## src/rtl/core/dds_sws_pkg.sv

```systemverilog
// ----------------------------------------------------------------------------
// DDS setup word sequencer package
// Shared constants, command word codes and the queue entry type.
// ----------------------------------------------------------------------------
package dds_sws_pkg;

  localparam int QUEUE_DEPTH_DEF = 2;

  localparam int IN_DATA_W  = 48;
  localparam int OUT_DATA_W = 16;
  localparam int FREQ_W     = 25;
  localparam int PHASE_W    = 14;
  localparam int TW_W       = 28;
  localparam int HALF_W     = 14;
  localparam int POS_W      = 4;

  localparam int MULT_W     = 23;
  localparam int PROD_W     = 48;
  localparam int PROD_SHIFT = 5;
  localparam int DVD_W      = 44;
  localparam int REM_W      = 14;
  localparam int DIGIT_W    = 4;
  localparam int DIV_STEPS  = DVD_W / DIGIT_W;
  localparam int CNT_W      = 4;

  localparam logic [MULT_W-1:0] TW_MULT    = 23'd5368709;
  localparam logic [REM_W:0]    TW_DIVISOR = 15'd15625;

  localparam logic [1:0] SEL_F0       = 2'd0;
  localparam logic [1:0] SEL_F1       = 2'd1;
  localparam logic [1:0] SEL_SKIP_MIN = 2'd2;

  localparam logic [1:0] MODE_SINE     = 2'd0;
  localparam logic [1:0] MODE_TRIANGLE = 2'd1;
  localparam logic [1:0] MODE_SQUARE   = 2'd2;

  localparam logic [15:0] WORD_RESET    = 16'h0100;
  localparam logic [15:0] WORD_EXIT     = 16'h2100;
  localparam logic [15:0] TAG_F0        = 16'h4000;
  localparam logic [15:0] TAG_F1        = 16'h8000;
  localparam logic [15:0] TAG_PHASE     = 16'hC000;
  localparam logic [15:0] WORD_F0_END   = 16'h2000;
  localparam logic [15:0] WORD_F1_END   = 16'h2800;
  localparam logic [15:0] WAVE_SINE_W   = 16'h2000;
  localparam logic [15:0] WAVE_TRI_W    = 16'h2002;
  localparam logic [15:0] WAVE_SQR_W    = 16'h2028;

  // Single-channel run positions.
  localparam logic [POS_W-1:0] S_RESET = 4'd0;
  localparam logic [POS_W-1:0] S_EXIT  = 4'd1;
  localparam logic [POS_W-1:0] S_LO    = 4'd2;
  localparam logic [POS_W-1:0] S_HI    = 4'd3;
  localparam logic [POS_W-1:0] S_PHASE = 4'd4;
  localparam logic [POS_W-1:0] S_FEND  = 4'd5;
  localparam logic [POS_W-1:0] S_WAVE  = 4'd6;

  // Dual-channel run positions.
  localparam logic [POS_W-1:0] D_RESET0 = 4'd0;
  localparam logic [POS_W-1:0] D_EXIT0  = 4'd1;
  localparam logic [POS_W-1:0] D_RESET1 = 4'd2;
  localparam logic [POS_W-1:0] D_EXIT1  = 4'd3;
  localparam logic [POS_W-1:0] D_LO0    = 4'd4;
  localparam logic [POS_W-1:0] D_HI0    = 4'd5;
  localparam logic [POS_W-1:0] D_PHASE1 = 4'd6;
  localparam logic [POS_W-1:0] D_LO1    = 4'd7;
  localparam logic [POS_W-1:0] D_HI1    = 4'd8;
  localparam logic [POS_W-1:0] D_WAVE0  = 4'd9;
  localparam logic [POS_W-1:0] D_WAVE1  = 4'd10;

  typedef struct packed {
    logic                cmd;
    logic                chan;
    logic                has_freq;
    logic                sel_f1;
    logic [POS_W-1:0]    final_pos;
    logic [15:0]         wave_word;
    logic [PHASE_W-1:0]  phase;
    logic [TW_W-1:0]     tw;
  } sws_entry_t;

  typedef struct packed {
    logic full;
    logic empty;
  } sws_qstat_t;

endpackage

```

## src/rtl/core/dds_sws_front.sv

```systemverilog
// ----------------------------------------------------------------------------
// DDS setup word sequencer front end
// Accepts requests, derives the tuning word with a radix-16 divider and
// classifies the run before handing it to the queue.
// ----------------------------------------------------------------------------
module dds_sws_front (
  input  logic                              clk,
  input  logic                              rst_n,
  input  logic                              in_tvalid,
  output logic                              in_tready,
  input  logic [dds_sws_pkg::IN_DATA_W-1:0] in_tdata,
  input  logic                              in_tuser,
  input  dds_sws_pkg::sws_qstat_t           q_stat,
  output logic                              q_push,
  output dds_sws_pkg::sws_entry_t           q_entry
);
  import dds_sws_pkg::*;

  logic                busy_r, busy_nxt;
  logic [CNT_W-1:0]    cnt_r, cnt_nxt;
  logic [DVD_W-1:0]    dvd_r;
  logic [REM_W-1:0]    rem_r;
  logic [TW_W-1:0]     quo_r;
  logic                cmd_r;
  logic [1:0]          sel_r;
  logic [1:0]          mode_r;
  logic [PHASE_W-1:0]  phase_r;
  logic                chan_r;

  logic                accept;
  logic                last_step;
  logic                step_en;
  logic [PROD_W-1:0]   prod;
  logic [REM_W-1:0]    rem_step;
  logic [DIGIT_W-1:0]  qdig;
  logic                has_freq;
  logic                has_wave;
  logic [15:0]         wave_word;
  logic [POS_W-1:0]    final_pos;

  assign last_step = (cnt_r == CNT_W'(DIV_STEPS - 1));
  assign q_push    = busy_r && last_step && !q_stat.full;
  assign step_en   = busy_r && !(last_step && q_stat.full);
  assign in_tready = !busy_r || q_push;
  assign accept    = in_tvalid && in_tready;

  assign prod = PROD_W'(in_tdata[FREQ_W-1:0]) * PROD_W'(TW_MULT);

  always_comb begin
    logic [REM_W-1:0] r;
    logic [REM_W:0]   t;
    r    = rem_r;
    qdig = '0;
    for (int i = 0; i < DIGIT_W; i++) begin
      t = {r, dvd_r[DVD_W-1-i]};
      if (t >= TW_DIVISOR) begin
        r = REM_W'(t - TW_DIVISOR);
        qdig[DIGIT_W-1-i] = 1'b1;
      end else begin
        r = t[REM_W-1:0];
      end
    end
    rem_step = r;
  end

  always_comb begin
    has_freq = (sel_r < SEL_SKIP_MIN);
    has_wave = 1'b1;
    case (mode_r)
      MODE_SINE:     wave_word = WAVE_SINE_W;
      MODE_TRIANGLE: wave_word = WAVE_TRI_W;
      MODE_SQUARE:   wave_word = WAVE_SQR_W;
      default: begin
        wave_word = WAVE_SINE_W;
        has_wave  = 1'b0;
      end
    endcase
    if (cmd_r) begin
      final_pos = has_wave ? D_WAVE1 : (has_freq ? D_HI1 : D_EXIT1);
    end else begin
      final_pos = has_wave ? S_WAVE : (has_freq ? S_FEND : S_EXIT);
    end
  end

  always_comb begin
    q_entry.cmd       = cmd_r;
    q_entry.chan      = chan_r;
    q_entry.has_freq  = has_freq;
    q_entry.sel_f1    = (sel_r == SEL_F1);
    q_entry.final_pos = final_pos;
    q_entry.wave_word = wave_word;
    q_entry.phase     = phase_r;
    q_entry.tw        = {quo_r[TW_W-DIGIT_W-1:0], qdig};
  end

  always_comb begin
    busy_nxt = busy_r;
    cnt_nxt  = cnt_r;
    if (accept) begin
      busy_nxt = 1'b1;
      cnt_nxt  = '0;
    end else if (q_push) begin
      busy_nxt = 1'b0;
    end else if (step_en) begin
      cnt_nxt = cnt_r + CNT_W'(1);
    end
  end

  always_ff @(posedge clk) begin
    if (!rst_n) begin
      busy_r <= 1'b0;
      cnt_r  <= '0;
    end else begin
      busy_r <= busy_nxt;
      cnt_r  <= cnt_nxt;
    end
  end

  always_ff @(posedge clk) begin
    if (accept) begin
      dvd_r   <= DVD_W'(prod[PROD_W-1:PROD_SHIFT]);
      rem_r   <= '0;
      quo_r   <= '0;
      cmd_r   <= in_tuser;
      sel_r   <= in_tdata[26:25];
      mode_r  <= in_tdata[28:27];
      phase_r <= in_tdata[42:29];
      chan_r  <= in_tdata[43];
    end else if (step_en) begin
      dvd_r <= {dvd_r[DVD_W-DIGIT_W-1:0], {DIGIT_W{1'b0}}};
      rem_r <= rem_step;
      quo_r <= {quo_r[TW_W-DIGIT_W-1:0], qdig};
    end
  end

endmodule

```

## src/rtl/core/dds_sws_queue.sv

```systemverilog
// ----------------------------------------------------------------------------
// DDS setup word sequencer queue
// Short first-in first-out buffer of classified requests.
// ----------------------------------------------------------------------------
module dds_sws_queue #(
  parameter int DEPTH = dds_sws_pkg::QUEUE_DEPTH_DEF
) (
  input  logic                    clk,
  input  logic                    rst_n,
  input  logic                    push,
  input  dds_sws_pkg::sws_entry_t push_entry,
  input  logic                    pop,
  output dds_sws_pkg::sws_entry_t pop_entry,
  output dds_sws_pkg::sws_qstat_t stat
);
  import dds_sws_pkg::*;

  localparam int PTR_W = (DEPTH > 1) ? $clog2(DEPTH) : 1;
  localparam int CNT_QW = $clog2(DEPTH + 1);

  sws_entry_t         mem [DEPTH];
  logic [PTR_W-1:0]   wr_ptr_r, wr_ptr_nxt;
  logic [PTR_W-1:0]   rd_ptr_r, rd_ptr_nxt;
  logic [CNT_QW-1:0]  count_r, count_nxt;
  logic               do_push;
  logic               do_pop;

  assign stat.full  = (count_r == CNT_QW'(DEPTH));
  assign stat.empty = (count_r == '0);
  assign do_push    = push && !stat.full;
  assign do_pop     = pop && !stat.empty;
  assign pop_entry  = mem[rd_ptr_r];

  always_comb begin
    wr_ptr_nxt = wr_ptr_r;
    rd_ptr_nxt = rd_ptr_r;
    count_nxt  = count_r;
    if (do_push) begin
      wr_ptr_nxt = (wr_ptr_r == PTR_W'(DEPTH - 1)) ? '0 : wr_ptr_r + PTR_W'(1);
    end
    if (do_pop) begin
      rd_ptr_nxt = (rd_ptr_r == PTR_W'(DEPTH - 1)) ? '0 : rd_ptr_r + PTR_W'(1);
    end
    if (do_push && !do_pop) begin
      count_nxt = count_r + CNT_QW'(1);
    end else if (do_pop && !do_push) begin
      count_nxt = count_r - CNT_QW'(1);
    end
  end

  always_ff @(posedge clk) begin
    if (!rst_n) begin
      wr_ptr_r <= '0;
      rd_ptr_r <= '0;
      count_r  <= '0;
    end else begin
      wr_ptr_r <= wr_ptr_nxt;
      rd_ptr_r <= rd_ptr_nxt;
      count_r  <= count_nxt;
    end
  end

  always_ff @(posedge clk) begin
    if (do_push) begin
      mem[wr_ptr_r] <= push_entry;
    end
  end

endmodule

```

## src/rtl/core/dds_sws_back.sv

```systemverilog
// ----------------------------------------------------------------------------
// DDS setup word sequencer back end
// Walks the run of one classified request and drives one command word per
// cycle through the output register while out_tready allows.
// ----------------------------------------------------------------------------
module dds_sws_back (
  input  logic                               clk,
  input  logic                               rst_n,
  input  dds_sws_pkg::sws_qstat_t            q_stat,
  input  dds_sws_pkg::sws_entry_t            q_entry,
  output logic                               q_pop,
  output logic                               out_tvalid,
  input  logic                               out_tready,
  output logic [dds_sws_pkg::OUT_DATA_W-1:0] out_tdata,
  output logic                               out_tuser,
  output logic                               out_tlast
);
  import dds_sws_pkg::*;

  sws_entry_t          cur_r;
  logic                cur_vld_r, cur_vld_nxt;
  logic [POS_W-1:0]    pos_r, pos_nxt;
  logic                out_vld_r;
  logic [15:0]         word_r;
  logic                chan_r;
  logic                last_r;

  logic                load_ok;
  logic                emit;
  logic                is_last;
  logic                done;
  logic                take;
  logic [15:0]         word;
  logic                chan;
  logic [15:0]         tag;
  logic [15:0]         lo_w;
  logic [15:0]         hi_w;
  logic [15:0]         ph_w;
  logic [POS_W-1:0]    skip_from;
  logic [POS_W-1:0]    wave_start;

  assign load_ok = !out_vld_r || out_tready;
  assign emit    = cur_vld_r && load_ok;
  assign is_last = (pos_r == cur_r.final_pos);
  assign done    = emit && is_last;
  assign take    = !q_stat.empty && (!cur_vld_r || done);
  assign q_pop   = take;

  assign tag  = cur_r.sel_f1 ? TAG_F1 : TAG_F0;
  assign lo_w = {2'b00, cur_r.tw[HALF_W-1:0]} | tag;
  assign hi_w = {2'b00, cur_r.tw[TW_W-1:HALF_W]} | tag;
  assign ph_w = {2'b00, cur_r.phase} | TAG_PHASE;

  assign skip_from  = cur_r.cmd ? D_EXIT1 : S_EXIT;
  assign wave_start = cur_r.cmd ? D_WAVE0 : S_WAVE;

  always_comb begin
    word = WORD_RESET;
    chan = cur_r.chan;
    if (cur_r.cmd) begin
      case (pos_r)
        D_RESET0: begin word = WORD_RESET;      chan = 1'b0; end
        D_EXIT0:  begin word = WORD_EXIT;       chan = 1'b0; end
        D_RESET1: begin word = WORD_RESET;      chan = 1'b1; end
        D_EXIT1:  begin word = WORD_EXIT;       chan = 1'b1; end
        D_LO0:    begin word = lo_w;            chan = 1'b0; end
        D_HI0:    begin word = hi_w;            chan = 1'b0; end
        D_PHASE1: begin word = ph_w;            chan = 1'b1; end
        D_LO1:    begin word = lo_w;            chan = 1'b1; end
        D_HI1:    begin word = hi_w;            chan = 1'b1; end
        D_WAVE0:  begin word = cur_r.wave_word; chan = 1'b0; end
        D_WAVE1:  begin word = cur_r.wave_word; chan = 1'b1; end
        default:  begin word = WORD_RESET;      chan = 1'b0; end
      endcase
    end else begin
      case (pos_r)
        S_RESET: word = WORD_RESET;
        S_EXIT:  word = WORD_EXIT;
        S_LO:    word = lo_w;
        S_HI:    word = hi_w;
        S_PHASE: word = ph_w;
        S_FEND:  word = cur_r.sel_f1 ? WORD_F1_END : WORD_F0_END;
        S_WAVE:  word = cur_r.wave_word;
        default: word = WORD_RESET;
      endcase
    end
  end

  always_comb begin
    cur_vld_nxt = cur_vld_r;
    pos_nxt     = pos_r;
    if (take) begin
      cur_vld_nxt = 1'b1;
      pos_nxt     = '0;
    end else if (done) begin
      cur_vld_nxt = 1'b0;
    end else if (emit) begin
      pos_nxt = (!cur_r.has_freq && pos_r == skip_from) ? wave_start
                                                        : pos_r + POS_W'(1);
    end
  end

  always_ff @(posedge clk) begin
    if (!rst_n) begin
      cur_vld_r <= 1'b0;
      pos_r     <= '0;
      out_vld_r <= 1'b0;
    end else begin
      cur_vld_r <= cur_vld_nxt;
      pos_r     <= pos_nxt;
      if (load_ok) begin
        out_vld_r <= emit;
      end
    end
  end

  always_ff @(posedge clk) begin
    if (take) begin
      cur_r <= q_entry;
    end
    if (emit) begin
      word_r <= word;
      chan_r <= chan;
      last_r <= is_last;
    end
  end

  assign out_tvalid = out_vld_r;
  assign out_tdata  = word_r;
  assign out_tuser  = chan_r;
  assign out_tlast  = last_r;

endmodule

```

## src/rtl/core/dds_setup_word_sequencer_top.sv

```systemverilog
// ----------------------------------------------------------------------------
// DDS setup word sequencer
// Turns one waveform request into the run of 16-bit DDS command words.
//
//   Channel  Direction  tdata                          tuser         tlast
//   in_      slave      request fields                 cmd           -
//   out_     master     command_word                   word_channel  last_word
//
// The front end derives each tuning word in its radix-16 divider and accepts
// the next request in the cycle it hands one to the queue. The back end sends
// one word per cycle while out_tready allows, 2 to 11 words per request, and
// the divider works on the next request while a run is sent. Reset clears
// the handshake, step counter, run position and queue state only.
// A low out_tready with out_tvalid high holds the output register; the queue
// then fills and the divider holds its last step until there is room.
// ----------------------------------------------------------------------------
module dds_setup_word_sequencer_top #(
  parameter int QUEUE_DEPTH = dds_sws_pkg::QUEUE_DEPTH_DEF
) (
  input  logic                               clk,
  input  logic                               rst_n,
  input  logic                               in_tvalid,
  output logic                               in_tready,
  // freq_hz[24:0], freq_reg_select[26:25], wave_mode[28:27],
  // phase_word[42:29], target_channel[43], zero[47:44]
  input  logic [dds_sws_pkg::IN_DATA_W-1:0]  in_tdata,
  // cmd
  input  logic                               in_tuser,
  output logic                               out_tvalid,
  input  logic                               out_tready,
  // command_word[15:0]
  output logic [dds_sws_pkg::OUT_DATA_W-1:0] out_tdata,
  // word_channel
  output logic                               out_tuser,
  output logic                               out_tlast
);
  import dds_sws_pkg::*;

  sws_entry_t push_entry;
  sws_entry_t pop_entry;
  sws_qstat_t q_stat;
  logic       q_push;
  logic       q_pop;

  dds_sws_front u_front (
    .clk       (clk),
    .rst_n     (rst_n),
    .in_tvalid (in_tvalid),
    .in_tready (in_tready),
    .in_tdata  (in_tdata),
    .in_tuser  (in_tuser),
    .q_stat    (q_stat),
    .q_push    (q_push),
    .q_entry   (push_entry)
  );

  dds_sws_queue #(
    .DEPTH (QUEUE_DEPTH)
  ) u_queue (
    .clk        (clk),
    .rst_n      (rst_n),
    .push       (q_push),
    .push_entry (push_entry),
    .pop        (q_pop),
    .pop_entry  (pop_entry),
    .stat       (q_stat)
  );

  dds_sws_back u_back (
    .clk        (clk),
    .rst_n      (rst_n),
    .q_stat     (q_stat),
    .q_entry    (pop_entry),
    .q_pop      (q_pop),
    .out_tvalid (out_tvalid),
    .out_tready (out_tready),
    .out_tdata  (out_tdata),
    .out_tuser  (out_tuser),
    .out_tlast  (out_tlast)
  );

  a_push_room: assert property (@(posedge clk) disable iff (!rst_n)
    q_push |-> !q_stat.full)
    else $error("Front end pushed into a full queue.");

  a_pop_data: assert property (@(posedge clk) disable iff (!rst_n)
    q_pop |-> !q_stat.empty)
    else $error("Back end popped an empty queue.");

  a_push_lands: assert property (@(posedge clk) disable iff (!rst_n)
    (q_push && q_stat.empty && !q_pop) |=> !q_stat.empty)
    else $error("Pushed request did not reach the queue.");

endmodule
```

## config.mk

```make
export PLATFORM = sky130hd
export DESIGN_NAME = dds_setup_word_sequencer_top
export DESIGN_NICKNAME = d
export VERILOG_FILES = /design/src/rtl/core/dds_sws_pkg.sv /design/src/rtl/core/dds_sws_front.sv /design/src/rtl/core/dds_sws_queue.sv /design/src/rtl/core/dds_sws_back.sv /design/src/rtl/core/dds_setup_word_sequencer_top.sv
export SDC_FILE = /design/constraint.sdc
export NUM_CORES = 1
export LEC_CHECK = 0
export ABC_AREA = 1
export ABC_CLOCK_PERIOD_IN_PS = 6400
export BUFFER_PORTS_ARGS = -buffer_cell sky130_fd_sc_hd__buf_2
export CELL_PAD_IN_SITES_DETAIL_PLACEMENT = 1
export CELL_PAD_IN_SITES_GLOBAL_PLACEMENT = 1
export CORE_MARGIN = 3
export CORE_UTILIZATION = 46
export CTS_BUF_LIST = sky130_fd_sc_hd__clkbuf_16
export CTS_CLUSTER_SIZE = 40
export DETAILED_ROUTE_END_ITERATION = 12
export GPL_TIMING_DRIVEN = 0
export PLACE_DENSITY = 0.81
export SYNTH_ARGS = -nofsm -noshare
export SYNTH_HDL_FRONTEND = slang
export SYNTH_SLANG_ARGS = --single-unit
```

## constraint.sdc

```tcl
create_clock -name clk -period 6.4 [get_ports clk]
set_clock_uncertainty 0.2 [all_clocks]
set_input_delay 0.64 -clock clk [delete_from_list [all_inputs] [get_ports clk]]
set_output_delay 0.64 -clock clk [all_outputs]
set_load 0.05 [all_outputs]
```

==> results.cfg <==
[die]
std_cell_rows = 82
initial_core_util_pct = 46.8
dieArea_sq_mm = 0.0542
dieWidth_um = 233
chipHeight_um = 233
num_io_pins = 73
fp.coreArea_sq_mm = 0.0505

[synthesis]
syn-cell-area_sq_mm = 0.0236
synth_cell_types = 47
synthArstFlopShare_pct = 0
ys_ff_latch = 291
synth.area.top_cells = edfxtp_1 (30%), fa_1 (18%), ha_1 (15%)
ys_warn_count = 0
synth_ff_type = edfxtp_1
synth_edf_count = 237
syn_nets = 2987
synth.top_cell.area_share_pct = 30.1
avgSynthCellArea_sq_um = 9.70
synth_top_cell_by_area = edfxtp_1
ys_seq_area_share_pct = 34.7
netlist_instances = 2439

[sta]
hold_viol = 0
max_freq_mhz = 157
period_share_pct = 99.5
min_period_ns = 6.37
hold-worst-slack_ns = 0.0478
worst_pin_slew_ns = 0.904
maxSlewHeadroom_pct = 39.6
drv_slew = 0
setup_viol = 0

[global_route]
grt_overflow = 0
grt_max_degree = 46
antenna_found_initial = 0
grt_usage_pct = 24.9
grt_pass1_vias = 20100
grt_pass1_wl_um = 107000

[route]
wire_per_inst_um = 21.0
dr.pass1.iters = 5
ant_nets = 0
viasPerCell = 5.48
drt_iter0_drc = 1014
drc = 0
vias = 17900
wirelength_um = 68600

[cts]
cts_sinks = 291
cts_buffers = 28
htreeDepth = 1
path_clk_slew_ns = 0.07
clk_latency_ns = 0.56
clk_path_buf_depth = 3
cts_tree = done
clockRootBuffer = clkbuf_16

[critical_path]
cp.required_ns = 6.48
cp-start-kind = input port
crit_fanout = 10
crit_path_end_kind = flip-flop
r2r-start = u_front.rem_r[0]$_SDFFE_PP0P_
cpMaxStageDelayCell = fa_1
crit_start = in_tdata[8]
cp_data_arrival_time_ns = 6.45
crit_path_frequent_cell = fa_1
reg2reg_to = u_front.rem_r[10]$_SDFFE_PP0P_
max_stage_delay_ns = 0.56
path_class = input port to flip-flop
endpoint = u_front.dvd_r[39]$_DFFE_PP_
r2r.worst_path.cells = 37
rrSetupSlack_ns = 1.05

[placement]
gp_congestion = 0.897
io_buffers = 68
dp_hpwl_um = 52800
placedCellCount = 3186

[cells_and_area]
instances_no_fill = 3260
nNetsFinal = 3114
drive_gt1_share_pct = 11.6
fillCellCount = 5673
n_antenna_cell = 0
syn_to_final_growth_pct = 12.7

[run]
cap_viol_max_count = 0

[outcome]
status = completed

[min_path]
hold_class = input port to flip-flop
==> metal layers <==
| layer | GRT usage (%) | part of all wire [%] | vias up |
|---|---|---|---|
| met5 | 0 | 0 | - |
| met4 | 7.10 | 2.9 | 0 |
| met3 | 1.89 | 3.3 | 141 |
| met2 | 46.7 | 53 | 414 |
| met1 | 30.5 | 40 | 9030 |
| li1 | - | - | 8268 |
==> critical path, delay by kind of cell <==
kind | cells | cell delay, ns
buffers and inverters | 4 | 0.37
adders and majority gates | 8 | 3.34
and+or+nand+nor | 6 | 0.76
xor gates and xnor gates | 1 | 0.21
AOI/OAI and AO/OA | 8 | 1.11
==> stage by stage <==
| stage | worst slack (ns) | setup TNS [ns] | utilization, % | area (sq um) |
|---|---|---|---|---|
| 6_report | 0.0340 | 0 | 52.8 | 26600 |
| 5_1_grt | -0.150 | -0.812 | 52.8 | 26600 |
| 4_1_cts | 0.00508 | 0 | 51.9 | 26200 |
| 3_5_place_dp | -1.21 | -13.90 | 49.6 | 25000 |
| 3_3_place_gp | -1.07 | -11.26 | 49.2 | 24800 |
| 2_1_floorplan | 0.0233 | 0 | - | 23700 |
==> cells by family after synthesis <==
family          Yosys count  share of synthesized area [%]
xor+xnor                 69                           2.56
simple gates            832                           15.2
compound gates          288                           7.09
fa+ha+maj               495                           32.8
flops                   291                           34.7
buf+inv                 464                           7.72
==> worst min path at each step <==
stage | start | end | slack [ns] | cells after the start
2_1_floorplan | u_front.phase_r[0]$_DFFE_PP_ | u_queue.mem[0][28]$_DFFE_PP_ | 0.22 | 0
3_3_place_gp | u_front.phase_r[0]$_DFFE_PP_ | u_queue.mem[0][28]$_DFFE_PP_ | 0.23 | 0
3_5_place_dp | u_front.phase_r[4]$_DFFE_PP_ | u_queue.mem[1][32]$_DFFE_PP_ | 0.25 | 0
4_1_cts | in_tdata[26] | u_front.sel_r[1]$_DFFE_PP_ | 0.03 | 1
5_1_grt | in_tdata[31] | u_front.phase_r[2]$_DFFE_PP_ | 0.03 | 1
6_report | in_tdata[28] | u_front.mode_r[1]$_DFFE_PP_ | 0.05 | 1
==> synthesized netlist by cell type (3+ instances only) <==
cell      instances
xor2_1           48
o211ai_1         12
inv_2            17
a21oi_1          93
ha_1            287
nor3_1            8
a22oi_1          24
buf_6             8
nand3_2           8
fa_1            208
a221oi_1         10
nand4_1          50
nor2_1          114
dfxtp_1          54
a22o_1            4
nand2_1         523
xnor2_1          21
o22ai_1           6
nand3_1          81
nand3_4           3
o21ai_1           5
a31oi_1           5
nor2_4            3
clkbuf_1         32
buf_2             5
buf_4             5
o21ai_0         112
nand2_2          29
nor2_2            7
inv_1           396
edfxtp_1        237
==> sequential cells by signal, indices dropped and copies added (netlist names), 2 cells and up <==
signal	count
u_queue.mem	104
u_back.cur_r	52
u_front.dvd_r	44
u_front.quo_r	24
u_back.out_tdata	16
u_front.phase_r	14
u_front.rem_r	14
u_back.pos_r	4
u_front.cnt_r	4
u_front.mode_r	2
u_front.sel_r	2
u_queue.count_r	2
==> what timing repair did <==
item,CTS,global route
buffers inserted,6,16
pin swaps,12,50
resized for setup,46,70
hold buffers,0,0
endpoints found under the setup margin,13,11
==> cell type report <==
class                           count  area [sq um]  share of cell area (%)
Timing Repair Buffer               97           756                    2.84
Clock inverter                     24           204                   0.765
Buffer                             50           273                    1.02
Inverter                          414          1550                    5.83
Tap cell                          672           841                    3.16
Multi-Input combinational cell   1684         14100                    53.0
Sequential cell                   291          8200                    30.8
Clock buffer                       28           701                    2.63
==> cells in the final DEF, fill, tap and decap left out, drive strengths merged <==
cell,Yosys,layout
inv,413,426
o211ai,12,12
nor4,1,1
a21oi,96,96
a22o,4,4
o2bb2ai,2,2
nand3,92,92
or2,1,1
a31oi,5,5
clkbuf,32,64
a211oi,2,2
ha,287,287
o21a,2,2
clkinv,1,8
xnor2,21,21
a221oi,10,10
nand3b,2,2
a22oi,24,24
a41oi,1,1
dfxtp,54,54
o221ai,2,2
nand4,50,50
xor2,48,48
bufinv,0,3
buf,18,111
edfxtp,237,237
o22ai,6,6
o31ai,2,2
fa,208,208
nor3,8,8
nand2,553,553
clkinvlp,0,1
o21ai,120,120
nor2,124,124
nor3b,1,1
Power is not shown: default switching activity piles up to over one toggle a cycle in this logic, so the estimate is an artifact.
